--- src/sv/psc_pkg.sv ---
`default_nettype none

package psc_pkg;

  // Instruction class codes; codes six and seven decode like a logical op.
  localparam logic [2:0] CLASS_LOAD  = 3'd2;
  localparam logic [2:0] CLASS_STORE = 3'd3;
  localparam logic [2:0] CLASS_BZ    = 3'd4;
  localparam logic [2:0] CLASS_BR    = 3'd5;

  // Configuration register indexes.
  localparam logic CFG_FORWARDING = 1'b0;
  localparam logic CFG_PREDICTION = 1'b1;

  localparam logic [1:0] FULL_STALL = 2'd2;
  localparam logic [1:0] HIST_DEPTH = 2'd2;

  localparam int COUNTER_BITS_DEF = 32;
  localparam int REG_BITS_DEF     = 5;
  localparam int OUT_BITS         = 32;

  typedef enum logic [1:0] {
    CAUSE_NONE       = 2'd0,
    CAUSE_DATA       = 2'd1,
    CAUSE_BRANCH     = 2'd2,
    CAUSE_MISPREDICT = 2'd3
  } cause_e;

  typedef struct packed {
    logic [1:0] stall_cycles;
    cause_e     cause;
    logic       mark;
  } decision_t;

  typedef struct packed {
    logic [OUT_BITS-1:0] hazard_stall;
    logic [OUT_BITS-1:0] branch_stall;
    logic [OUT_BITS-1:0] mispredict_stall;
    logic [OUT_BITS-1:0] hazard_affected;
    logic [OUT_BITS-1:0] branch_affected;
    logic [OUT_BITS-1:0] mispredict_affected;
    logic [OUT_BITS-1:0] instructions;
  } totals_t;

  function automatic logic is_branch(logic [2:0] cls);
    return (cls == CLASS_BZ) || (cls == CLASS_BR);
  endfunction

  function automatic logic is_producer(logic [2:0] cls);
    return (cls != CLASS_STORE) && !is_branch(cls);
  endfunction

endpackage

`default_nettype wire

--- src/sv/psc_in_reg.sv ---
`default_nettype none

module psc_in_reg #(
  parameter int REG_BITS = psc_pkg::REG_BITS_DEF
) (
  input  wire logic                clk_i,
  input  wire logic                rst_ni,
  input  wire logic                load_i,
  input  wire logic                valid_i,
  input  wire logic [2:0]          op_class_i,
  input  wire logic                immediate_form_i,
  input  wire logic [REG_BITS-1:0] first_reg_i,
  input  wire logic [REG_BITS-1:0] second_reg_i,
  input  wire logic [REG_BITS-1:0] third_reg_i,
  input  wire logic                mispredicted_i,
  output logic                     valid_o,
  output logic [2:0]               op_class_o,
  output logic                     immediate_form_o,
  output logic [REG_BITS-1:0]      first_reg_o,
  output logic [REG_BITS-1:0]      second_reg_o,
  output logic [REG_BITS-1:0]      third_reg_o,
  output logic                     mispredicted_o
);

  logic valid_q;

  always_ff @(posedge clk_i or negedge rst_ni) begin
    if (!rst_ni) begin
      valid_q <= 1'b0;
    end else if (load_i) begin
      valid_q <= valid_i;
    end
  end

  // Capture payload only when an item actually enters.
  always_ff @(posedge clk_i) begin
    if (load_i && valid_i) begin
      op_class_o       <= op_class_i;
      immediate_form_o <= immediate_form_i;
      first_reg_o      <= first_reg_i;
      second_reg_o     <= second_reg_i;
      third_reg_o      <= third_reg_i;
      mispredicted_o   <= mispredicted_i;
    end
  end

  assign valid_o = valid_q;

endmodule

`default_nettype wire

--- src/sv/psc_hazard.sv ---
`default_nettype none

module psc_hazard #(
  parameter int REG_BITS = psc_pkg::REG_BITS_DEF
) (
  input  wire logic                clk_i,
  input  wire logic                rst_ni,
  input  wire logic                advance_i,
  input  wire logic                forwarding_enable_i,
  input  wire logic                prediction_enable_i,
  input  wire logic [2:0]          op_class_i,
  input  wire logic                immediate_form_i,
  input  wire logic [REG_BITS-1:0] first_reg_i,
  input  wire logic [REG_BITS-1:0] second_reg_i,
  input  wire logic [REG_BITS-1:0] third_reg_i,
  input  wire logic                mispredicted_i,
  output psc_pkg::decision_t       decision_o
);

  import psc_pkg::*;

  logic [2:0]          cls0_q, cls1_q;
  logic [REG_BITS-1:0] dest0_q, dest1_q;
  logic [1:0]          last_stall_q;
  logic                last_mis_q;
  logic [1:0]          seen_q;

  logic [REG_BITS-1:0] ra, rb;
  logic                hit0, hit1;
  decision_t           dec;

  // Pick the registers this instruction reads.
  always_comb begin
    unique case (op_class_i)
      CLASS_LOAD: begin
        ra = second_reg_i;
        rb = second_reg_i;
      end
      CLASS_STORE, CLASS_BR: begin
        ra = first_reg_i;
        rb = second_reg_i;
      end
      CLASS_BZ: begin
        ra = first_reg_i;
        rb = first_reg_i;
      end
      default: begin
        ra = second_reg_i;
        rb = immediate_form_i ? second_reg_i : third_reg_i;
      end
    endcase
  end

  assign hit0 = (dest0_q == ra) || (dest0_q == rb);
  assign hit1 = (dest1_q == ra) || (dest1_q == rb);

  always_comb begin
    dec.stall_cycles = 2'd0;
    dec.cause        = CAUSE_NONE;
    dec.mark         = 1'b0;
    if (seen_q != 2'd0) begin
      if (!prediction_enable_i) begin
        if (is_branch(cls0_q)) begin
          dec.stall_cycles = FULL_STALL;
          dec.cause        = CAUSE_BRANCH;
        end
      end else begin
        dec.mark = is_branch(op_class_i) && mispredicted_i;
        if (last_mis_q) begin
          dec.stall_cycles = FULL_STALL;
          dec.cause        = CAUSE_MISPREDICT;
        end
      end
      // A branch-side stall already set wins over any data hazard.
      if (dec.stall_cycles == 2'd0) begin
        if (!forwarding_enable_i) begin
          if (is_producer(cls0_q) && hit0) begin
            dec.stall_cycles = FULL_STALL;
            dec.cause        = CAUSE_DATA;
          end else if ((seen_q == HIST_DEPTH) && is_producer(cls1_q) && hit1 &&
                       (last_stall_q == 2'd0)) begin
            dec.stall_cycles = FULL_STALL - 2'd1;
            dec.cause        = CAUSE_DATA;
          end
        end else if ((cls0_q == CLASS_LOAD) && hit0) begin
          dec.stall_cycles = FULL_STALL - 2'd1;
          dec.cause        = CAUSE_DATA;
        end
      end
    end
  end

  // Shift the history as each item retires into the result register.
  always_ff @(posedge clk_i or negedge rst_ni) begin
    if (!rst_ni) begin
      cls0_q       <= '0;
      cls1_q       <= '0;
      dest0_q      <= '0;
      dest1_q      <= '0;
      last_stall_q <= '0;
      last_mis_q   <= 1'b0;
      seen_q       <= '0;
    end else if (advance_i) begin
      cls1_q       <= cls0_q;
      dest1_q      <= dest0_q;
      cls0_q       <= op_class_i;
      dest0_q      <= first_reg_i;
      last_stall_q <= dec.stall_cycles;
      last_mis_q   <= dec.mark;
      if (seen_q != HIST_DEPTH) begin
        seen_q <= seen_q + 2'd1;
      end
    end
  end

  assign decision_o = dec;

endmodule

`default_nettype wire

--- src/sv/psc_sat_counter.sv ---
`default_nettype none

module psc_sat_counter #(
  parameter int W = psc_pkg::COUNTER_BITS_DEF
) (
  input  wire logic         clk_i,
  input  wire logic         rst_ni,
  input  wire logic         en_i,
  input  wire logic [1:0]   inc_i,
  output logic [W-1:0]      count_o
);

  logic [W-1:0] count_q, count_d;
  logic [W:0]   sum;

  assign sum = {1'b0, count_q} + {{(W - 1){1'b0}}, inc_i};

  // Stick at all ones once the sum carries out.
  assign count_d = sum[W] ? {W{1'b1}} : sum[W-1:0];

  always_ff @(posedge clk_i or negedge rst_ni) begin
    if (!rst_ni) begin
      count_q <= '0;
    end else if (en_i) begin
      count_q <= count_d;
    end
  end

  assign count_o = count_q;

endmodule

`default_nettype wire

--- src/sv/psc_counters.sv ---
`default_nettype none

module psc_counters #(
  parameter int COUNTER_BITS = psc_pkg::COUNTER_BITS_DEF
) (
  input  wire logic               clk_i,
  input  wire logic               rst_ni,
  input  wire logic               advance_i,
  input  wire psc_pkg::decision_t decision_i,
  output psc_pkg::totals_t        totals_o
);

  import psc_pkg::*;

  localparam int NUM_CNT = 7;

  logic [NUM_CNT-1:0]      en;
  logic [1:0]              inc [NUM_CNT];
  logic [COUNTER_BITS-1:0] cnt [NUM_CNT];
  logic [OUT_BITS-1:0]     low [NUM_CNT];

  // Order: stall sums per cause, affected counts per cause, instructions.
  assign en[0] = advance_i && (decision_i.cause == CAUSE_DATA);
  assign en[1] = advance_i && (decision_i.cause == CAUSE_BRANCH);
  assign en[2] = advance_i && (decision_i.cause == CAUSE_MISPREDICT);
  assign en[3] = en[0];
  assign en[4] = en[1];
  assign en[5] = en[2];
  assign en[6] = advance_i;

  assign inc[0] = decision_i.stall_cycles;
  assign inc[1] = decision_i.stall_cycles;
  assign inc[2] = decision_i.stall_cycles;
  assign inc[3] = 2'd1;
  assign inc[4] = 2'd1;
  assign inc[5] = 2'd1;
  assign inc[6] = 2'd1;

  for (genvar g = 0; g < NUM_CNT; g++) begin : g_cnt
    logic [COUNTER_BITS+OUT_BITS-1:0] ext;

    psc_sat_counter #(
      .W (COUNTER_BITS)
    ) u_cnt (
      .clk_i   (clk_i),
      .rst_ni  (rst_ni),
      .en_i    (en[g]),
      .inc_i   (inc[g]),
      .count_o (cnt[g])
    );

    // Show the low bits, zero-extended for narrow counters.
    assign ext    = {{OUT_BITS{1'b0}}, cnt[g]};
    assign low[g] = ext[OUT_BITS-1:0];
  end

  assign totals_o.hazard_stall        = low[0];
  assign totals_o.branch_stall        = low[1];
  assign totals_o.mispredict_stall    = low[2];
  assign totals_o.hazard_affected     = low[3];
  assign totals_o.branch_affected     = low[4];
  assign totals_o.mispredict_affected = low[5];
  assign totals_o.instructions        = low[6];

endmodule

`default_nettype wire

--- src/sv/pipeline_stall_calculator.sv ---
// Hazard detection unit for a five-stage in-order pipeline.
//
// Input channel (in_valid_i / in_ready_o) carries one decoded instruction
// per item; output channel (out_valid_o / out_ready_i) returns its stall
// cycles, cause and misprediction mark, plus the running saturating totals
// taken after that instruction.
// Path: an accepted item lands in the input register, and its result is
// then loaded into the result register once that register is free or
// draining, where the receiver can take it.
// Throughput: one item per cycle while the receiver does not stall. The stall decision is a single pass of
// register compares against the two-deep history, and the history and
// counters update in the same edge that loads the result register.
// When the receiver stalls, the result register holds; the input register
// still takes one more item, then in_ready_o drops until the result drains.
// Reset clears the history, the counters, both valid flags and the two
// configuration bits (forwarding and prediction off).
// Configuration: write cfg_data_i into the register picked by cfg_index_i
// while cfg_we_i is high; write only while no item is in flight.

`default_nettype none

module pipeline_stall_calculator #(
  parameter int COUNTER_BITS = psc_pkg::COUNTER_BITS_DEF,
  parameter int REG_BITS     = psc_pkg::REG_BITS_DEF
) (
  input  wire logic                     clk_i,
  input  wire logic                     rst_ni,
  // Configuration write port
  input  wire logic                     cfg_we_i,
  input  wire logic                     cfg_index_i,
  input  wire logic                     cfg_data_i,
  // Instruction items
  input  wire logic                     in_valid_i,
  output logic                          in_ready_o,
  input  wire logic [2:0]               op_class_i,
  input  wire logic                     immediate_form_i,
  input  wire logic [REG_BITS-1:0]      first_reg_i,
  input  wire logic [REG_BITS-1:0]      second_reg_i,
  input  wire logic [REG_BITS-1:0]      third_reg_i,
  input  wire logic                     mispredicted_i,
  // Result items
  output logic                          out_valid_o,
  input  wire logic                     out_ready_i,
  output logic [1:0]                    stall_cycles_o,
  output logic [1:0]                    stall_cause_o,
  output logic                          marked_mispredict_o,
  output logic [psc_pkg::OUT_BITS-1:0]  hazard_stall_total_o,
  output logic [psc_pkg::OUT_BITS-1:0]  branch_stall_total_o,
  output logic [psc_pkg::OUT_BITS-1:0]  mispredict_stall_total_o,
  output logic [psc_pkg::OUT_BITS-1:0]  hazard_affected_o,
  output logic [psc_pkg::OUT_BITS-1:0]  branch_affected_o,
  output logic [psc_pkg::OUT_BITS-1:0]  mispredict_affected_o,
  output logic [psc_pkg::OUT_BITS-1:0]  instruction_count_o
);

  import psc_pkg::*;

  logic                fwd_q, pred_q;
  logic                item_valid;
  logic                advance;
  logic                out_valid_q;
  logic [2:0]          item_class;
  logic                item_imm;
  logic [REG_BITS-1:0] item_f1, item_f2, item_f3;
  logic                item_misp;
  decision_t           decision;
  decision_t           result_q;
  totals_t             totals;

  // Configuration bits.
  always_ff @(posedge clk_i or negedge rst_ni) begin
    if (!rst_ni) begin
      fwd_q  <= 1'b0;
      pred_q <= 1'b0;
    end else if (cfg_we_i) begin
      unique case (cfg_index_i)
        CFG_FORWARDING: fwd_q  <= cfg_data_i;
        CFG_PREDICTION: pred_q <= cfg_data_i;
        default: ;
      endcase
    end
  end

  // Advance the held item whenever the result register is free or draining.
  assign advance    = item_valid && (!out_valid_q || out_ready_i);
  assign in_ready_o = !item_valid || advance;

  psc_in_reg #(
    .REG_BITS (REG_BITS)
  ) u_in_reg (
    .clk_i            (clk_i),
    .rst_ni           (rst_ni),
    .load_i           (in_ready_o),
    .valid_i          (in_valid_i),
    .op_class_i       (op_class_i),
    .immediate_form_i (immediate_form_i),
    .first_reg_i      (first_reg_i),
    .second_reg_i     (second_reg_i),
    .third_reg_i      (third_reg_i),
    .mispredicted_i   (mispredicted_i),
    .valid_o          (item_valid),
    .op_class_o       (item_class),
    .immediate_form_o (item_imm),
    .first_reg_o      (item_f1),
    .second_reg_o     (item_f2),
    .third_reg_o      (item_f3),
    .mispredicted_o   (item_misp)
  );

  psc_hazard #(
    .REG_BITS (REG_BITS)
  ) u_hazard (
    .clk_i               (clk_i),
    .rst_ni              (rst_ni),
    .advance_i           (advance),
    .forwarding_enable_i (fwd_q),
    .prediction_enable_i (pred_q),
    .op_class_i          (item_class),
    .immediate_form_i    (item_imm),
    .first_reg_i         (item_f1),
    .second_reg_i        (item_f2),
    .third_reg_i         (item_f3),
    .mispredicted_i      (item_misp),
    .decision_o          (decision)
  );

  // Counters move only when the result register loads, so their outputs
  // always match the result being shown.
  psc_counters #(
    .COUNTER_BITS (COUNTER_BITS)
  ) u_counters (
    .clk_i      (clk_i),
    .rst_ni     (rst_ni),
    .advance_i  (advance),
    .decision_i (decision),
    .totals_o   (totals)
  );

  always_ff @(posedge clk_i or negedge rst_ni) begin
    if (!rst_ni) begin
      out_valid_q <= 1'b0;
    end else if (advance) begin
      out_valid_q <= 1'b1;
    end else if (out_ready_i) begin
      out_valid_q <= 1'b0;
    end
  end

  // Result payload: hold until taken.
  always_ff @(posedge clk_i) begin
    if (advance) begin
      result_q <= decision;
    end
  end

  assign out_valid_o              = out_valid_q;
  assign stall_cycles_o           = result_q.stall_cycles;
  assign stall_cause_o            = result_q.cause;
  assign marked_mispredict_o      = result_q.mark;
  assign hazard_stall_total_o     = totals.hazard_stall;
  assign branch_stall_total_o     = totals.branch_stall;
  assign mispredict_stall_total_o = totals.mispredict_stall;
  assign hazard_affected_o        = totals.hazard_affected;
  assign branch_affected_o        = totals.branch_affected;
  assign mispredict_affected_o    = totals.mispredict_affected;
  assign instruction_count_o      = totals.instructions;

endmodule

`default_nettype wire

--- config.mk ---
export PLATFORM = sky130hd
export DESIGN_NAME = pipeline_stall_calculator
export DESIGN_NICKNAME = d
export VERILOG_FILES = /design/src/sv/psc_pkg.sv /design/src/sv/psc_in_reg.sv /design/src/sv/psc_hazard.sv /design/src/sv/psc_sat_counter.sv /design/src/sv/psc_counters.sv /design/src/sv/pipeline_stall_calculator.sv
export SDC_FILE = /design/constraint.sdc
export NUM_CORES = 1
export LEC_CHECK = 0
export ABC_CLOCK_PERIOD_IN_PS = 7500
export BUFFER_PORTS_ARGS = -buffer_cell sky130_fd_sc_hd__buf_4
export CORE_UTILIZATION = 57
export DETAILED_ROUTE_END_ITERATION = 10
export GPL_ROUTABILITY_DRIVEN = 0
export PLACE_DENSITY = 0.78
export SETUP_SLACK_MARGIN = 0.3
export SLEW_MARGIN = 20
export SYNTH_ARGS = -nofsm -noshare
export SYNTH_HDL_FRONTEND = slang
export SYNTH_HIERARCHICAL = 1
export SYNTH_SLANG_ARGS = --single-unit
--- constraint.sdc ---
create_clock -name clk_i -period 7.5 [get_ports clk_i]
set_input_delay 0.375 -clock clk_i [delete_from_list [all_inputs] [get_ports clk_i]]
set_output_delay 0.375 -clock clk_i [all_outputs]
set_load 0.05 [all_outputs]
# ---- Yosys cells after proc, flatten, opt, wreduce, memory -nomap -nowiden
# Cells that the tools add are included.
# W data, S select, Z words.
dict set report word_totals {
  word_cells 112
  inputBits 27
  register_bits 274
  out_inout_bits 231
}
dict set report classes {
  n_eq_ne 20
  n_reduce_logical 33
  addsub 8
  n_bitwise 1
  n_mux 23
}
# op n
set ops {}
lappend ops {{$mux W32} 7}
lappend ops {{$add A32 B1 Y33 const B} 4}
lappend ops {{$add A32 B2 Y33} 3}
lappend ops {{$mux W4} 9}
lappend ops {{$eq A5 B5 Y1} 4}
lappend ops {{$eq A3 B3 Y1 const B} 6}
lappend ops {{$mux W5} 3}
lappend ops {{$logic_and A1 B1 Y1} 13}
lappend ops {{$pmux W5 S2} 1}
lappend ops {{$eq A3 B2 Y1 const B} 3}
lappend ops {{$logic_or A1 B1 Y1} 7}
lappend ops {{$eq A2 B2 Y1 const B} 3}
lappend ops {{$ne A3 B2 Y1 const B} 2}
lappend ops {{$reduce_and A2 Y1} 3}
lappend ops {{$reduce_or A3 Y1} 2}
lappend ops {{$logic_not A1 Y1} 4}
lappend ops {{$logic_not A2 Y1} 2}
lappend ops {{$reduce_bool A2 Y1} 2}
lappend ops {{$mux W1} 3}
lappend ops {{$add A2 B1 Y2 const B} 1}
lappend ops {{$eq A2 B1 Y1 const B} 1}
lappend ops {{$ne A2 B2 Y1 const B} 1}
lappend ops {{$not A1 Y1} 1}

# ---- Depth between registers and ports, before layout
dict set report logic_depth {
  word_depth 14
  depth_mapped 19
  mapped_depth_nobuf 15
}

# ---- By module
# The synthesis kept the hierarchy.
# module seq_area_each_um2 area_each_um2 cells_each instances
set modules_own_cells {}
lappend modules_own_cells {{psc_sat_counter at u_counters.g_cnt[0].u_cnt ...} 800.8 1850.5 184 6}
lappend modules_own_cells {{psc_sat_counter at u_counters.g_cnt[2].u_cnt} 800.8 1833.0 184 1}
lappend modules_own_cells {psc_hazard 525.5 1600.3 175 1}
lappend modules_own_cells {psc_in_reg 625.6 648.1 23 1}
lappend modules_own_cells {pipeline_stall_calculator 225.2 294.0 16 1}
lappend modules_own_cells {psc_counters 0.0 32.5 5 1}

# ---- Worst setup path after synthesis
# OpenSTA, ideal clock, no wires.
dict set report synth_timing {
  kind {register to register}
  from {register u_in_reg.op_class_o[1]}
  to {register u_counters.g_cnt[0].u_cnt.count_q[20]}
  setup_time_ps 128
  required_time_ps 7372
  path_slack_ps 3092
  stages_incl_launch_ff 18
  t_arrival_ps 4281
  path_buffers 2
  synth_period_minus_slack_ps 4408
  cell_sequence {edfxtp_1 -> clkbuf_1 -> nand3b_1 -> nand2_1 -> mux2i_1 -> xnor2_1 -> or4_1 -> a21oi_1 -> o21ai_0 -> a21oi_1 -> ha_1 -> inv_1 -> fa_1 -> and3b_1 -> buf_4 -> nand3_4 -> or4_1 -> mux2_1}
}
# item line
set synth_rtl {}
lappend synth_rtl {{from (decl)} psc_in_reg.sv:17} ;# output logic [2:0] op_class_o,
lappend synth_rtl {{from (signal assigned)} psc_in_reg.sv:38} ;# op_class_o <= op_class_i;
lappend synth_rtl {{to (signal assigned)} psc_sat_counter.sv:25} ;# count_q <= count_d;
lappend synth_rtl {{to (decl)} psc_sat_counter.sv:13} ;# logic [W-1:0] count_q, count_d;

==> metrics <==
status complete, no violations; vias in the first global route 12600; Hold Path Class in2reg; grt total ovfl 0; relative slew slack 38.2%; share of post-route cells with drive strength above 1 26.4%; largest net degree at the start of global routing 131; post-CTS setup buffer count 0; crit-path max cell delay 690 ps; most common cell after layout, fill and taps aside buf_4; Post-synth EDFFs 25; die footprint 0.0279 mm2; Fin. Hold Viols 0; I/O pins 258; mean post-synth cell area 10.3 um2; drt drc 0; die width 167 um; Max Freq 0.178 GHz; largest cells by area after synthesis dfrtp_1 40%, edfxtp_1 4.8%, mux2_2 4.2%; worst slew pin tran 925 ps; drt total wl 38900 um; RSZ-0062 raised after global routing no; top cell type's share of synthesized area 40.2%; vias 13100; MaxCap Viol Count 0; Final #Nets 1824; Critical Path AT 6070 ps; Seq/Total Area, Yosys 45.0%; CTS tree built; Mapped Cells 1507; root buf cell clkbuf_16; crit path capture type flip-flop; Yosys warnings 6; Main synth FF type dfrtp_1; synth unique cells 75; power per standard cell area 217 mW/mm2; #FFs+latches synth 274; crit path cell chain nand2b_1 > nand2_1 > mux2i_1 > xnor2_1 > or4_1 > a21oi_1 > o21ai_0 > a21oi_1 > ha_1 > inv_1 > fa_1 > and3b_1 > and3_1 > nand4_1 > nand3_1; clk_lat worst skew 560 ps; Worst VDD drop 0.170 mV; Top cell by count, worst path a21oi_1; Clk pin slew, worst setup/hold paths 60 ps; GRT Total Usage 27.5%; asr flop ratio synth 90.9%; first-pass GRT wire length 63500 um; cell taking the most area after synthesis dfrtp_1; Post-DP HPWL 26600 um; worst-case clock buffer depth 3; CP required 7960 ps; Fillers 2030; clock skew 16.5 ps; crit path launch type flip-flop; Mapped Area 0.0155 mm2; worst setup path class reg2reg; Core Footprint 0.0268 mm2; Crit path max-delay family simple AND/OR/NAND/NOR gates; row count 60; Syn-to-layout area delta 21.8%; Die Y 167 um; CTS H-tree depth 1; Initial Utilization 57.9%; P_leak 9.01 nW; maximum fanout along the worst path 18; Setup TNS 0 ps; WP buf/inv 1; Post-Layout Cell Count 2139; initial antenna violation count 0; Min Clock Period, post-route 5610 ps; # setup viols final 0; PortBufs 257; n_diodes 0; slowest CP cell nand4_1; Via density 6.13; starting DRC count in detailed routing 1301; commonest cells after routing, fill and taps aside 257 x buf_4, 249 x dfrtp_1, 167 x nand2_1; DR pass1 iterations 5; Antenna Nets Post-Route 0; Sink Count 274; drt wl/cell 18.2 um; Final period util 74.7%; placed cell count 2060; Max Slew Vio Count 0; Num CTS Buffers 31
-- flip-flops by register name, indices dropped and copies added, names as in the netlist --
register                        count
fwd_q                               1
marked_mispredict_o                 1
out_valid_o                         1
pred_q                              1
stall_cause_o                       2
stall_cycles_o                      2
u_counters/g_cnt.u_cnt/count_o    224
u_hazard/cls0_q                     3
u_hazard/cls1_q                     3
u_hazard/dest0_q                    5
u_hazard/dest1_q                    5
u_hazard/last_mis_q                 1
u_hazard/last_stall_q               2
u_hazard/seen_q                     2
u_in_reg/first_reg_o                5
u_in_reg/immediate_form_o           1
u_in_reg/mispredicted_o             1
u_in_reg/op_class_o                 3
u_in_reg/second_reg_o               5
u_in_reg/third_reg_o                5
u_in_reg/valid_o                    1
-- cell families after synthesis --
group | count (synthesis) | synth area share [%]
and+or+nand+nor | 677 | 27.3
other | 2 | 0.0484
DFF | 274 | 45.0
xor gates and xnor gates | 70 | 3.95
AOI/OAI and AO/OA | 221 | 8.87
muxes | 118 | 8.38
buffers and inverters | 122 | 4.28
adders and majority gates | 23 | 2.19
-- Yosys cell counts (all sizes together), types with 25 or more instances --
cell / n
a21oi: 36
a31oi: 28
and3: 44
buf: 45
dfrtp: 249
edfxtp: 25
inv: 65
mux2: 86
mux2i: 32
nand2: 168
nand3: 136
nand4: 81
nor2: 42
nor4: 42
o21ai: 89
o31ai: 35
or3: 37
or4: 35
xnor2: 37
xor2: 33
-- where the power goes --
group	internal [mW]	leakage, nW	switching [mW]
clock network	1.04	0.566	0.612
logic	0.261	4.91	0.474
registers	1.60	3.53	0.113
-- cell type report --
cell class / count / area (um2) / share of cell area [%]
clock buffer: 46 / 953 / 5.05
clock inverter: 11 / 184 / 0.973
inverter: 65 / 244 / 1.29
multi-input combinational: 1121 / 7900 / 41.8
sequential: 274 / 6980 / 36.9
tap: 341 / 427 / 2.26
timing repair buffer: 281 / 2200 / 11.7
-- worst register-to-register path: stages, from the launching register on --
cell	delay [ps]
edfxtp_1	590
nand2b_1	410
nand2_1	250
mux2i_1	330
xnor2_1	100
or4_1	510
a21oi_1	200
o21ai_0	160
a21oi_1	410
ha_1	260
inv_1	60
fa_1	390
and3b_1	420
and3_1	460
nand4_1	690
nand3_1	280
-- routing by layer --
layer | vias to the layer above | routed length, um | GRT usage, %
met2 | 466 | 18700 | 45.1
met5 | - | 0 | 0
met1 | 6430 | 16700 | 37.2
met4 | 0 | 1490 | 10.8
met3 | 83 | 1960 | 3.33
li1 | 6139 | - | -
-- worst paths after layout --
path / startpoint / to / slack (ps) / cells past startpoint
max in group asynchronous: rst_ni / u_counters/g_cnt[2].u_cnt/count_o[11] / 6140 / 3
hold / removal: in_valid_i / u_in_reg/valid_o / 60 / 2
setup / recovery: u_in_reg/op_class_o[1] / u_counters/g_cnt[1].u_cnt/count_o[13] / 1890 / 15
setup reg to reg: u_in_reg/op_class_o[1] / u_counters/g_cnt[1].u_cnt/count_o[13] / 1890 / 15
hold reg to reg: u_hazard/seen_q[0] / u_hazard/seen_q[0] / 490 / 1
min in group asynchronous: rst_ni / u_counters/g_cnt[3].u_cnt/count_o[20] / 330 / 2
-- stage by stage --
stage / instance area [um2] / setup slack (ps) / utilization [%] / hold slack [ps] / power, mW
2_1_floorplan: 15500 / 3090 / - / 79.4 / 2.22
3_3_place_gp: 17500 / 2250 / 65.4 / 460 / 2.44
3_5_place_dp: 17500 / 1990 / 65.4 / 483 / 2.46
4_1_cts: 18900 / 1980 / 70.4 / 30.1 / 4.14
5_1_grt: 18900 / 1470 / 70.5 / 52.7 / 4.27
6_report: 18900 / 1890 / 70.5 / 55.3 / 4.11
-- what timing repair did --
item / CTS / global route
hold buffers: 21 / 0
resized for setup: 0 / 0
endpoints found under the hold margin: 46 / 0
No activity file was read; power rests on OpenSTA's default activity.
